### src/sv/rxff_pkg.sv
package rxff_pkg;

   localparam int DEPTH = 8;
   localparam int PTR_W = (DEPTH > 1) ? $clog2(DEPTH) : 1;
   localparam int THR_W = 3;
   localparam int OCC_W = 3;
   localparam int CMP_W = (PTR_W > THR_W) ? PTR_W : THR_W;
   localparam int CSR_IDX_W = 2;
   localparam int CSR_DATA_W = 3;

   localparam logic [1:0] ACT_RECEIVE = 2'd0;
   localparam logic [1:0] ACT_READ    = 2'd1;
   localparam logic [1:0] ACT_START   = 2'd2;
   localparam logic [1:0] ACT_STOP    = 2'd3;

   localparam logic [CSR_IDX_W-1:0] CSR_FLOW_ENABLE     = CSR_IDX_W'(0);
   localparam logic [CSR_IDX_W-1:0] CSR_SPARE_THRESHOLD = CSR_IDX_W'(1);

   localparam logic [7:0] XON_CHAR  = 8'h11;
   localparam logic [7:0] XOFF_CHAR = 8'h13;

   localparam logic [THR_W-1:0] THRESHOLD_RESET = THR_W'(2);

   typedef struct packed {
      logic [1:0] action;
      logic [7:0] rx_byte;
      logic       overrun_error;
      logic       framing_error;
   } rxff_req_type;

   typedef struct packed {
      logic             read_valid;
      logic [7:0]       read_byte;
      logic             flow_send;
      logic [7:0]       flow_byte;
      logic             dropped_oldest;
      logic             error_dropped;
      logic [OCC_W-1:0] occupancy;
   } rxff_rsp_type;

   typedef struct packed {
      logic             flow_enable;
      logic [THR_W-1:0] spare_threshold;
   } rxff_cfg_type;

   function automatic logic [PTR_W-1:0] ptr_next(input logic [PTR_W-1:0] p);
      return (p == PTR_W'(DEPTH - 1)) ? '0 : p + PTR_W'(1);
   endfunction

   function automatic logic [PTR_W-1:0] fill_level(input logic [PTR_W-1:0] wp,
                                                   input logic [PTR_W-1:0] rp);
      logic [PTR_W:0] diff;
      diff = {1'b0, wp} - {1'b0, rp};
      if (wp < rp) begin
         diff = diff + (PTR_W + 1)'(DEPTH);
      end
      return diff[PTR_W-1:0];
   endfunction

endpackage

### src/sv/rxff_core.sv
module rxff_core
   import rxff_pkg::*;
(
   input  logic         clock,
   input  logic         reset,
   input  logic         step,
   input  rxff_req_type item,
   input  rxff_cfg_type cfg,
   output rxff_rsp_type result
);

   logic [7:0]       store_ff [DEPTH];
   logic [PTR_W-1:0] wp_ff, wp_in;
   logic [PTR_W-1:0] rp_ff, rp_in;
   logic             sender_ff, sender_in;
   logic             store_we;

   logic [PTR_W-1:0] wp_adv;
   logic [PTR_W-1:0] rp_adv;
   logic [PTR_W-1:0] free_space;
   logic             has_error;
   logic             not_empty;

   assign wp_adv     = ptr_next(wp_ff);
   assign rp_adv     = ptr_next(rp_ff);
   assign free_space = PTR_W'(DEPTH - 1) - fill_level(wp_adv, rp_ff);
   assign has_error  = item.overrun_error || item.framing_error;
   assign not_empty  = (wp_ff != rp_ff);

   always_comb begin
      wp_in     = wp_ff;
      rp_in     = rp_ff;
      sender_in = sender_ff;
      store_we  = 1'b0;
      result    = '0;
      case (item.action)
         ACT_RECEIVE: begin
            if (has_error) begin
               result.error_dropped = 1'b1;
            end else begin
               store_we = 1'b1;
               wp_in    = wp_adv;
               if (cfg.flow_enable && sender_ff &&
                   (CMP_W'(free_space) <= CMP_W'(cfg.spare_threshold))) begin
                  result.flow_send = 1'b1;
                  result.flow_byte = XOFF_CHAR;
                  sender_in        = 1'b0;
               end
               if (wp_adv == rp_ff) begin
                  rp_in                 = rp_adv;
                  result.dropped_oldest = 1'b1;
               end
            end
         end
         ACT_READ: begin
            if (not_empty) begin
               result.read_valid = 1'b1;
               result.read_byte  = store_ff[rp_ff];
               rp_in             = rp_adv;
               if (cfg.flow_enable && !sender_ff && (rp_adv == wp_ff)) begin
                  result.flow_send = 1'b1;
                  result.flow_byte = XON_CHAR;
                  sender_in        = 1'b1;
               end
            end
         end
         ACT_START: begin
            wp_in     = '0;
            rp_in     = '0;
            sender_in = 1'b1;
            if (cfg.flow_enable) begin
               result.flow_send = 1'b1;
               result.flow_byte = XON_CHAR;
            end
         end
         ACT_STOP: begin
            if (cfg.flow_enable && sender_ff) begin
               result.flow_send = 1'b1;
               result.flow_byte = XOFF_CHAR;
               sender_in        = 1'b0;
            end
         end
         default: begin
            result = '0;
         end
      endcase
      result.occupancy = OCC_W'(fill_level(wp_in, rp_in));
   end

   always_ff @(posedge clock) begin
      if (reset) begin
         wp_ff     <= '0;
         rp_ff     <= '0;
         sender_ff <= 1'b1;
      end else if (step) begin
         wp_ff     <= wp_in;
         rp_ff     <= rp_in;
         sender_ff <= sender_in;
      end
   end

   always_ff @(posedge clock) begin
      if (step && store_we) begin
         store_ff[wp_ff] <= item.rx_byte;
      end
   end

endmodule

### src/sv/rx_fifo_xon_xoff.sv
// UART receive ring buffer with XON/XOFF software flow control.
// Request channel (req_valid/req_ready/req_data) carries one command per
// transaction: received byte, read, start or stop. The response channel
// (rsp_valid/rsp_ready/rsp_data) returns exactly one result per command:
// the byte read, the flow control character to transmit, drop flags and
// the buffer occupancy after the command.
// Configuration writes use csr_valid/csr_ready/csr_index/csr_data; index 0
// is flow_enable, index 1 is spare_threshold. csr_ready is always high.
// A command accepted into the input register is processed as it moves
// into the response register, where its response becomes valid.
// Throughput: one command per cycle while the receiver takes responses;
// the input register feeds single-pass logic into the response register,
// all buffer state updating as the command moves into the response register.
// When the receiver stalls, the response register holds and one more
// command waits in the input register; req_ready then drops.
// Reset clears both pointers, enables the sender, sets flow_enable to 0
// and spare_threshold to 2. Buffer contents are not cleared.
module rx_fifo_xon_xoff
   import rxff_pkg::*;
(
   input  logic                  clock,
   input  logic                  reset,
   input  logic                  req_valid,
   output logic                  req_ready,
   input  rxff_req_type          req_data,
   output logic                  rsp_valid,
   input  logic                  rsp_ready,
   output rxff_rsp_type          rsp_data,
   input  logic                  csr_valid,
   output logic                  csr_ready,
   input  logic [CSR_IDX_W-1:0]  csr_index,
   input  logic [CSR_DATA_W-1:0] csr_data
);

   logic         s1_valid_ff, s1_valid_in;
   rxff_req_type s1_item_ff;
   logic         rsp_valid_ff, rsp_valid_in;
   rxff_rsp_type rsp_data_ff;
   rxff_cfg_type cfg_ff;
   rxff_rsp_type core_result;
   logic         advance;
   logic         req_fire;

   assign advance   = s1_valid_ff && (!rsp_valid_ff || rsp_ready);
   assign req_ready = !s1_valid_ff || advance;
   assign req_fire  = req_valid && req_ready;
   assign csr_ready = 1'b1;
   assign rsp_valid = rsp_valid_ff;
   assign rsp_data  = rsp_data_ff;

   always_comb begin
      s1_valid_in = s1_valid_ff;
      if (req_fire) begin
         s1_valid_in = 1'b1;
      end else if (advance) begin
         s1_valid_in = 1'b0;
      end
      rsp_valid_in = rsp_valid_ff;
      if (advance) begin
         rsp_valid_in = 1'b1;
      end else if (rsp_ready) begin
         rsp_valid_in = 1'b0;
      end
   end

   rxff_core u_core (
      .clock  (clock),
      .reset  (reset),
      .step   (advance),
      .item   (s1_item_ff),
      .cfg    (cfg_ff),
      .result (core_result)
   );

   always_ff @(posedge clock) begin
      if (reset) begin
         s1_valid_ff  <= 1'b0;
         rsp_valid_ff <= 1'b0;
      end else begin
         s1_valid_ff  <= s1_valid_in;
         rsp_valid_ff <= rsp_valid_in;
      end
   end

   always_ff @(posedge clock) begin
      if (req_fire) begin
         s1_item_ff <= req_data;
      end
      if (advance) begin
         rsp_data_ff <= core_result;
      end
   end

   always_ff @(posedge clock) begin
      if (reset) begin
         cfg_ff.flow_enable     <= 1'b0;
         cfg_ff.spare_threshold <= THRESHOLD_RESET;
      end else if (csr_valid && csr_ready) begin
         case (csr_index)
            CSR_FLOW_ENABLE: begin
               cfg_ff.flow_enable <= csr_data[0];
            end
            CSR_SPARE_THRESHOLD: begin
               cfg_ff.spare_threshold <= csr_data[THR_W-1:0];
            end
            default: begin
               cfg_ff <= cfg_ff;
            end
         endcase
      end
   end

   // a waiting command with an empty response register moves on at once
   a_advance: assert property (@(posedge clock) disable iff (reset)
      s1_valid_ff && !rsp_valid_ff |=> rsp_valid_ff)
      else $error("command not moved into empty response register");

   a_flow_char: assert property (@(posedge clock) disable iff (reset)
      rsp_valid_ff && rsp_data_ff.flow_send |->
         (rsp_data_ff.flow_byte == XON_CHAR) || (rsp_data_ff.flow_byte == XOFF_CHAR))
      else $error("bad flow control character");

   a_error_quiet: assert property (@(posedge clock) disable iff (reset)
      rsp_valid_ff && rsp_data_ff.error_dropped |->
         !rsp_data_ff.flow_send && !rsp_data_ff.dropped_oldest && !rsp_data_ff.read_valid)
      else $error("errored byte changed buffer state");

   a_read_no_drop: assert property (@(posedge clock) disable iff (reset)
      rsp_valid_ff && rsp_data_ff.read_valid |-> !rsp_data_ff.dropped_oldest)
      else $error("read reported a dropped byte");

endmodule
### config.mk
export PLATFORM = sky130hd
export DESIGN_NAME = rx_fifo_xon_xoff
export DESIGN_NICKNAME = d
export VERILOG_FILES = /design/src/sv/rxff_pkg.sv /design/src/sv/rxff_core.sv /design/src/sv/rx_fifo_xon_xoff.sv
export SDC_FILE = /design/constraint.sdc
export NUM_CORES = 1
export LEC_CHECK = 0
export BUFFER_PORTS_ARGS = -buffer_cell sky130_fd_sc_hd__buf_2
export CELL_PAD_IN_SITES_DETAIL_PLACEMENT = 1
export CELL_PAD_IN_SITES_GLOBAL_PLACEMENT = 1
export CORE_MARGIN = 4
export CORE_UTILIZATION = 45
export CTS_CLUSTER_SIZE = 14
export DETAILED_ROUTE_END_ITERATION = 8
export PLACE_DENSITY_LB_ADDON = 0.1
export SLEW_MARGIN = 10
export SYNTH_ARGS = -nofsm -noshare
export SYNTH_HDL_FRONTEND = slang
export SYNTH_SLANG_ARGS = --single-unit
export TNS_END_PERCENT = 20
### constraint.sdc
create_clock -name clock -period 10 [get_ports clock]
set_input_delay 1 -clock clock [delete_from_list [all_inputs] [get_ports clock]]
set_output_delay 1 -clock clock [all_outputs]
set_load 0.01 [all_outputs]
# Yosys cells after proc, flatten, opt, wreduce, memory -nomap -nowiden
# Memory sizes are Yosys's and may differ from the RTL's. A register that Yosys moved wholly into a read port is not among the register bits.
# Cells that the tools add are included.
dict set report totals {
  regBits 48
  elab_cells 101
  mem_bits_rw 64
  mem_count 1
  input_bits 22
}
# memory words width read_ports rd_ports_with_merged_regs wr line_no
set mem_list {}
lappend mem_list {u_core.store_ff 8 8 1 1 1 rxff_core.sv:12} ;# logic [7:0] store_ff [DEPTH];
dict set report op_classes {
  reduce_logical 22
  eq_ne 14
  addsub 7
  order_cmp 3
  mux 35
  bitwise 1
}
# operator n
set ops {}
lappend ops {{$mux 9} 4}
lappend ops {{$pmux 9 s4} 1}
lappend ops {{$mux 3} 10}
lappend ops {{$mux 18} 1}
lappend ops {{$mux 1} 15}
lappend ops {{$add 3x1->3 const B} 4}
lappend ops {{$mux 10} 1}
lappend ops {{$pmux 3 s3} 1}
lappend ops {{$ne 2x1->1 const B} 4}
lappend ops {{$logic_and 1x1->1} 7}
lappend ops {{$eq 3x3->1} 2}
lappend ops {{$eq 3x3->1 const B} 2}
lappend ops {{$lt 3x3->1} 2}
lappend ops {{$pmux 3 s2} 1}
lappend ops {{$reduce_and 2->1} 3}
lappend ops {{$reduce_and 6->1} 1}
lappend ops {{$sub 3x3->3} 2}
lappend ops {{$eq 2x1->1 const B} 2}
lappend ops {{$eq 2x2->1 const B} 2}
lappend ops {{$logic_not 2->1} 2}
lappend ops {{$pmux 1 s4} 1}
lappend ops {{$reduce_bool 2->1} 2}
lappend ops {{$le 3x3->1} 1}
lappend ops {{$logic_not 1->1} 3}
lappend ops {{other kinds (6)} 8}

# Longest topological paths before layout
# Gate-level depths: netlist of the first run.
dict set report depth {
  depth_word 11
  mapped_depth 14
  mapped_depth_nobuf 14
}

# Modules after synthesis
# A second synthesis of the first run with hierarchy kept.
dict set report hier_totals {
  hier_cells 308
  area_unflattened_um2 4862.2
}
# mod n_inst seq_area_each_um2 cells_each area_per_inst_um2
set modules_own_cells {}
lappend modules_own_cells {rxff_core 1 2122.0 242 3525.9}
lappend modules_own_cells {rx_fifo_xon_xoff 1 1171.1 66 1336.3}

# Worst setup path after synthesis of the first run
# OpenSTA, ideal clock, no wires.
dict set report synth_timing {
  kind {flip-flop to flip-flop}
  from {reg u_core.wp_ff[0]}
  to {reg rsp_data_ff (netlist bit rsp_data[2]) (data pin)}
  path_buffers 0
  required_time_ns 9.733
  arrival_ns 3.049
  setup_slack_ns 6.684
  period_less_slack_ns 3.316
  path_stages_with_launch 14
  cell_sequence {dfxtp_1 -> ha_1 -> ha_1 -> nor2_1 -> inv_1 -> ha_1 -> nand2_1 -> or4_4 -> a221o_2 -> a22o_1 -> ha_1 -> fa_1 -> xor2_1 -> xnor2_1}
}
# element line_no
set synth_rtl {}
lappend synth_rtl {{start, declared} rxff_core.sv:13} ;# logic [PTR_W-1:0] wp_ff, wp_in;
lappend synth_rtl {{start signal, assigned} rxff_core.sv:96} ;# wp_ff <= wp_in;
lappend synth_rtl {{end signal, assigned} rx_fifo_xon_xoff.sv:90} ;# rsp_data_ff <= core_result;
lappend synth_rtl {{end, declared} rx_fifo_xon_xoff.sv:38} ;# rxff_rsp_type rsp_data_ff;

==> qor.yml, run 1 <==
run_status:
  status: "finished clean"
die:
  pin_count: 48
  die_w_um: 109
  core.rowCount: 36
  core_um2: 9910
  initial_utilization: 0.467
  dieHeight_um: 109
  die_area_um2: 12000
power:
  vdd_ir_drop_max_uv: 70.9
  total_power_mw: 0.799
  power.leakage_nw: 1.82
  p_per_area_nw_per_um2: 156
cells_and_area:
  nFillCells: 999
  drive_above_1_share: 0.224
  final_cells: 481
  utilization: 0.516
  diodes: 0
  nNetsFinal: 382
  area_growth_pct: 10.5
clocking:
  cts-root-buf: "clkbuf_8"
  h-tree-depth: 3
  cts_num_sinks: 108
  clock_path_buffers: 2
  cts_resized: 0
  cts_tree: "built"
  clk_pin_slew_ns: 0.10
  numCtsBuffers: 9
  cts_setup_buffers: 0
  cts_hold_buf: 0
  clk-insertion-delay-late_ns: 0.36
place:
  dpl.hpwl_um: 6200
  io_buffers: 41
  gp_congestion: 0.852
  dp.cells: 465
run:
  maxCapViolCount: 0
route:
  route.vias.total: 2543
  drt.antenna.violating_nets: 0
  vias_per_cell: 5.29
  drtPass1Iterations: 4
  wl_um: 8720
  route.detailed.drc: 0
  routedWlPerCell_um: 18.1
  initialDrtViolationCount: 106
critical_path:
  r2r_slack_ns: 6.34
  cp_num_buf_inv: 1
  worstPathArrival_ns: 3.77
  r2r-start: "u_core.wp_ff[1]$_SDFFE_PP0P_"
  cpPeakStageDelay_ns: 0.48
  path_cells: "ha_1 -> ha_1 -> nor2_1 -> inv_1 -> ha_1 -> nand2_1 -> or4_4 -> a221o_2 -> a22o_1 -> ha_1 -> fa_1 -> xor2_1 -> xnor2_1"
  path_common_cell: "ha_1"
  critPathKind: "flop to flop"
  cp_top_family: "adder cells"
  r2r_end: "rsp_data[2]$_DFFE_PP_"
  critPathCaptureType: "flop"
  reg2reg_depth: 13
  required_ns: 10.11
  cp-start-kind: "flop"
  cp_max_fo: 10
  critPathSlowestCell: "or4_4"
timing:
  finalHoldViolations: 0
  setup_viol: 0
  holdWs_ns: 0.509
  finClkSkew_ns: 0.0186
  period_minus_slack_ns: 3.66
  period_share: 0.366
  worst_slew_pin_slew_ns: 0.846
  slew_headroom: 0.435
  setup_tns_ns: 0
  rsz0062_at_grt: "no"
  final_max_slew_viol_count: 0
  clock.fmax_mhz: 273
global_route:
  grt_pass1_wl_um: 14000
  grt_pass1_vias: 2571
  grt_max_degree: 22
  overflow: 0
  grt_usage: 0.157
  antenna_found_initial: 0
logic_synthesis:
  synth_area_per_cell_um2: 15.3
  synthCells: 303
  yosys_register_bits: 108
  yosysUniqueCellTypes: 42
  yosysWarningCount: 0
  yosysSeqAreaShare: 0.666
  syn_area_um2: 4630
min_path:
  min_to: "cfg_ff[2]$_SDFFE_PP0P_"
  min_path_type: "flop to flop"
  hp-start: "cfg_ff[2]$_SDFFE_PP0P_"
  hold_depth: 2
## kinds of logic after synthesis
| group | count (synthesis) | share of synthesized area |
|---|---|---|
| adder cells (fa/ha/maj) | 17 | 0.0492 |
| other | 2 | 0.00162 |
| XOR/XNOR | 10 | 0.0189 |
| flip-flops | 108 | 0.666 |
| multiplexers | 30 | 0.108 |
| AND/OR/NAND/NOR | 72 | 0.0754 |
| AO/OA/AOI/OAI | 29 | 0.0446 |
| buffers and inverters | 35 | 0.0362 |
## where the power goes
group	leakage [nW]	internal, mW	switching (mW)
sequential	0.976	0.497	0.00886
combinational	0.750	0.0181	0.0261
clock	0.0909	0.0962	0.153
total	1.82	0.611	0.188
## cells in the final DEF, fill, tap and decap left out, types with 9 or more instances in the layout
| cell | instances |
|---|---|
| nor2_1 | 32 |
| inv_1 | 16 |
| buf_2 | 41 |
| clkbuf_8 | 9 |
| mux4_2 | 16 |
| ha_1 | 15 |
| mux2i_1 | 13 |
| nand2_1 | 11 |
| dfxtp_1 | 16 |
| edfxtp_1 | 92 |
## area by class of cell
class                           count  area, um^2  area share
Clock buffer                       10         128      0.0249
Clock inverter                      6        56.3      0.0110
Inverter                           16        60.1      0.0117
Multi-Input combinational cell    164        1400       0.273
Sequential cell                   108        3080       0.603
Tap cell                          133         166      0.0325
Timing Repair Buffer               44         228      0.0445
## per-layer routing
layer / wire length, um / track usage / share of wire
met1: 4220 / 0.242 / 0.48
met2: 3790 / 0.226 / 0.43
met3: 619 / 0.0305 / 0.071
met4: 83 / 0.0472 / 0.0095
met5: 0 / 0 / 0
## worst max-delay path by stage
| stage | cells after the start | end | slack [ns] | startpoint |
|---|---|---|---|---|
| 6_report | 13 | rsp_data[2]$_DFFE_PP_ | 6.34 | u_core.wp_ff[1]$_SDFFE_PP0P_ |
| 2_1_floorplan | 13 | rsp_data[2]$_DFFE_PP_ | 6.68 | u_core.wp_ff[0]$_SDFFE_PP0P_ |
| 3_3_place_gp | 13 | rsp_data[2]$_DFFE_PP_ | 6.46 | u_core.wp_ff[1]$_SDFFE_PP0P_ |
| 4_1_cts | 13 | rsp_data[2]$_DFFE_PP_ | 6.34 | u_core.wp_ff[1]$_SDFFE_PP0P_ |
| 3_5_place_dp | 13 | rsp_data[2]$_DFFE_PP_ | 6.35 | u_core.wp_ff[1]$_SDFFE_PP0P_ |
| 5_1_grt | 13 | rsp_data[2]$_DFFE_PP_ | 6.19 | u_core.wp_ff[1]$_SDFFE_PP0P_ |
## tightest hold or removal path: stages, from the launching register on
cell	delay, ns
dfxtp_1	0.34
mux2i_1	0.07
nor2_1	0.07
## synth_stat cells
master	count	area [um^2]
xor2_1	3	26.3
a222oi_1	1	10.0
a21oi_1	4	20.0
o21ai_0	8	40.0
mux2_2	1	11.3
inv_1	16	60.1
nor2_1	32	120
or4_4	1	11.3
conb_1	2	7.51
a21o_1	2	15.0
and3_1	2	12.5
and2_1	1	6.26
a22o_1	2	17.5
nand2_1	11	41.3
fa_1	2	40.0
a22oi_1	1	7.51
nor3b_1	2	15.0
clkbuf_1	4	15.0
or3_1	4	25.0
nand3_1	2	10.0
buf_1	2	7.51
buf_4	8	60.1
xnor2_1	7	61.3
o32ai_1	3	26.3
o2bb2ai_1	1	8.76
edfxtp_1	92	2760
nand4_1	2	12.5
a211oi_1	1	7.51
ha_1	15	188
dfxtp_1	16	320
o22ai_1	1	6.26
nor2b_1	3	18.8
buf_2	5	25.0
a221o_1	1	10.0
nand2b_1	6	37.5
mux2i_1	13	130
nor3_1	3	15.0
nor4b_1	1	8.76
a2bb2oi_1	3	26.3
a221o_2	1	11.3
nand3b_1	2	15.0
mux4_2	16	360
## state kept, by name, summed over array words and instances, names as in the netlist, named ones only
register / cells
rsp_data: 16
u_core.sender_ff: 1
u_core.store_ff: 64
u_core.wp_ff: 3
rsp_valid: 1
u_core.rp_ff: 3
s1_valid_ff: 1
cfg_ff: 4
s1_item_ff: 12
## per-stage QoR
| stage | cell area, um^2 | worst slack [ns] |
|---|---|---|
| final | 5120 | 6.34 |
| after global routing | 5120 | 6.19 |
| after CTS | 5120 | 6.34 |
| after detailed placement | 4930 | 6.35 |
| after global placement | 4930 | 6.46 |
| after floorplan | 4650 | 6.68 |
No activity file was read; power rests on OpenSTA's default activity.
==> run 2, diff against run 1 <==
--- a/config.mk
+++ b/config.mk
@@ -5,6 +5,7 @@
 export SDC_FILE = /design/constraint.sdc
 export NUM_CORES = 1
 export LEC_CHECK = 0
+export ABC_AREA = 1
 export BUFFER_PORTS_ARGS = -buffer_cell sky130_fd_sc_hd__buf_2
 export CELL_PAD_IN_SITES_DETAIL_PLACEMENT = 1
 export CELL_PAD_IN_SITES_GLOBAL_PLACEMENT = 1
==> constraint.sdc (replaced) <==
create_clock -name clock -period 3.7 [get_ports clock]
set_input_delay 0.37 -clock clock [delete_from_list [all_inputs] [get_ports clock]]
set_output_delay 0.37 -clock clock [all_outputs]
set_load 0.01 [all_outputs]
==> run 2 against run 1 <==
  * Maximum frequency is 17% higher
  * Cell count is 27% higher
  * Sequential share of layout area is 2.0 points lower
  * Clock-buffer cell count is 1 lower
  * Flip-flop and latch count stayed put
  * Setup slack worse by 5.8 ns
  * Register-to-register slack worse by 5.8 ns
  * Wire length is 19% higher
  * Die area is 2.9% higher
  * Sequential power grew to 2.8 times the previous value
==> qor.yml, run 2 <==
clocking:
  cts-root-buf: "clkbuf_8"
  clock_path_buffers: 2  # unchanged
  cts_num_sinks: 108  # unchanged
  clk_pin_slew_ns: 0.12  # +0.02 ns
  cts_tree: "built"
  cts_hold_buf: 0  # unchanged
  numCtsBuffers: 9  # unchanged
  cts_resized: 0  # unchanged
  clk-insertion-delay-late_ns: 0.38  # +0.02 ns
  h-tree-depth: 3  # unchanged
  cts_setup_buffers: 0  # unchanged
die:
  dieHeight_um: 111  # +1.4%
  initial_utilization: 0.462  # -0.00481
  die_w_um: 111  # +1.4%
  core_um2: 10300  # +4.2%
  die_area_um2: 12300  # +2.9%
  pin_count: 48  # unchanged
  core.rowCount: 37  # +2.8%
cells_and_area:
  area_growth_pct: 10.9
  mostFrequentLayoutCells: "92 x edfxtp_1, 66 x nor2_1, 59 x nand2_1, 43 x inv_1, 41 x buf_2"
  nNetsFinal: 508  # +33%
  utilization: 0.513  # -0.00326
  seq_area_um2: 3080  # unchanged
  diodes: 0  # unchanged
  largest_register_ff_count: 64  # unchanged
  multi_input_area_um2: 1380  # -1.2%
  nFillCells: 1135  # +14%
  drive_above_1_share: 0.162  # -0.0617
  final_common_cell: "edfxtp_1"
  top_register: "u_core.store_ff"
route:
  route.vias.total: 3113  # +22%
  wl_um: 10400  # +19%
  initialDrtViolationCount: 124  # +17%
  drtPass1Iterations: 5  # +1
  dr_wl_met3_um: 399  # -36%
  routedWlPerCell_um: 17.0  # -6.1%
  topRoutingLayerUsed: "met4"
  vias_per_cell: 5.10  # -3.5%
  drt-met1-wl_um: 5220  # +24%
  met2_length_um: 4720  # +24%
  route.detailed.drc: 0  # unchanged
  drt.antenna.violating_nets: 0  # unchanged
critical_path:
  reg2reg_depth: 18  # +5
  critPathCaptureType: "flop"
  path_common_cell: "nand2_1"
  critPathKind: "flop to flop"
  required_ns: 3.85  # -6.26 ns
  worstPathArrival_ns: 3.27  # -0.50 ns
  cp_max_fo: 8  # -2
  path_cells: "ha_1 -> ha_1 -> nor2_1 -> inv_1 -> ha_1 -> nand2_1 -> nor2_1 -> nand2_1 -> a21oi_1 -> nand2_1 -> nand2_1 -> nand2_1 -> ha_1 -> fa_1 -> nand3b_1 -> nand2_1 -> nand3b_1 -> nand2_1"
  critPathSlowestCell: "dfxtp_1"
  crit_cells: 18  # +5
  cp-start-kind: "flop"
  cpPeakStageDelay_ns: 0.40  # -0.08 ns
  cp_top_family: "adder cells"
  r2r_slack_ns: 0.58  # -5.76 ns
  cp_num_buf_inv: 1  # unchanged
logic_synthesis:
  yosysUniqueCellTypes: 33  # -21%
  synth_enable_flop_cells: 92  # unchanged
  synth_ff_type: "edfxtp_1"
  synthCells: 425  # +40%
  ys_top_cells_by_count: "92 x edfxtp_1, 66 x nor2_1, 59 x nand2_1, 43 x inv_1, 31 x o21ai_0"
  synthArstFlopShare: 0  # unchanged
  yosys.area.top_type: "edfxtp_1"
  yosysMostFrequentCell: "edfxtp_1"
  yosysSeqAreaShare: 0.646  # -0.0201
  synth_area_leaders: "edfxtp_1 58%, dfxtp_1 6.7%, nor2_1 5.2%"
  synth_top_area_frac: 0.579  # -0.0180
  syn_area_um2: 4770  # +3.1%
  synth_area_per_cell_um2: 11.2  # -26%
  yosys_register_bits: 108  # unchanged
  yosysWarningCount: 0  # unchanged
timing:
  final_max_slew_viol_count: 0  # unchanged
  period_minus_slack_ns: 3.12  # -0.541 ns
  setup_tns_ns: 0  # unchanged
  finalHoldViolations: 0  # unchanged
  finClkSkew_ns: 0.0167  # -0.00190 ns
  fin_ws_ns: 0.581  # -5.76 ns
  rsz0062_at_grt: "no"
  setup_viol: 0  # unchanged
  holdWs_ns: 0.160  # -0.349 ns
  period_share: 0.843  # +0.477
  slew_headroom: 0.314  # -0.121
  clock.fmax_mhz: 321  # +17%
  worst_slew_pin_slew_ns: 1.03  # +0.182 ns
power:
  power.leakage_nw: 2.12  # +17%
  p_per_area_nw_per_um2: 450  # +190%
  vdd_ir_drop_max_uv: 187  # +160%
  total_power_mw: 2.38  # +200%
place:
  io_buffers: 41  # unchanged
  gp_congestion: 0.883  # +3.6%
  dp_slack_ns: 0.594  # -5.75 ns
  dpl.hpwl_um: 7480  # +21%
global_route:
  grt_usage: 0.175  # +0.0182
  grt_pass1_vias: 3353  # +30%
  antenna_found_initial: 0  # unchanged
  grt_max_degree: 33  # +50%
  overflow: 0  # unchanged
  grt_pass1_wl_um: 17200  # +23%
min_path:
  min_path_type: "input pin to flop"
  hold_depth: 1  # -1
run:
  maxCapViolCount: 0  # unchanged
run_status:
  status: "finished clean"
run 2: changes by cell type after synthesis, sizes merged, moves of 4 or more:
cell and delta:
nand2b -6, a21oi +9, nand3 +10, xnor2 -6, mux2i -5, mux4 -16, or3 -4, nor2 +35
o22ai +9, o21ai +23, nor3 +5, inv +31, o32ai +5, nand2 +52
run 2: logic make-up after synthesis:
family,count (synthesis),synth area share
and+or+nand+nor,156,0.137
DFF,108,0.646
buffers and inverters,68,0.0687
AOI/OAI and AO/OA,64,0.0794
adders and majority gates,17,0.0477
muxes,8,0.0168
other,2,0.00157
xor gates and xnor gates,2,0.00367
run 2: layer usage:
layer  GRT usage  vias up
li1            -     1530
met5           0        -
met2       0.281       66
met1       0.249     1513
met4      0.0361        0
met3      0.0355        4
run 2: cell type report:
cell class / count / share of cell area
flip-flops and latches: 108 / 0.582
multi-input cells: 253 / 0.260
repair buffers: 49 / 0.0501
inverters: 48 / 0.0352
well taps: 136 / 0.0321
clock buffers: 9 / 0.0234
clock inverters: 7 / 0.0168
run 2: worst paths after layout:
kind                                  end                         start
hold reg to reg    cfg_ff[2]$_SDFFE_PP0P_        cfg_ff[2]$_SDFFE_PP0P_
setup reg to reg    rsp_data[2]$_DFFE_PP_  u_core.wp_ff[0]$_SDFFE_PP0P_
hold / removal    s1_item_ff[4]$_DFFE_PP_                   req_data[4]
setup / recovery    rsp_data[2]$_DFFE_PP_  u_core.wp_ff[0]$_SDFFE_PP0P_
run 2: where the power goes:
group          switching [mW]  internal, mW
Sequential             0.0427          1.35
Clock                   0.471         0.275
Combinational           0.151        0.0874
Total                   0.665          1.72
run 2: metrics by stage:
step                area [um^2]  instances
floorplan                  4790        429
global placement           5080        594
detailed placement         5080        594
CTS                        5300        610
global route               5300        610
finish                     5300        610
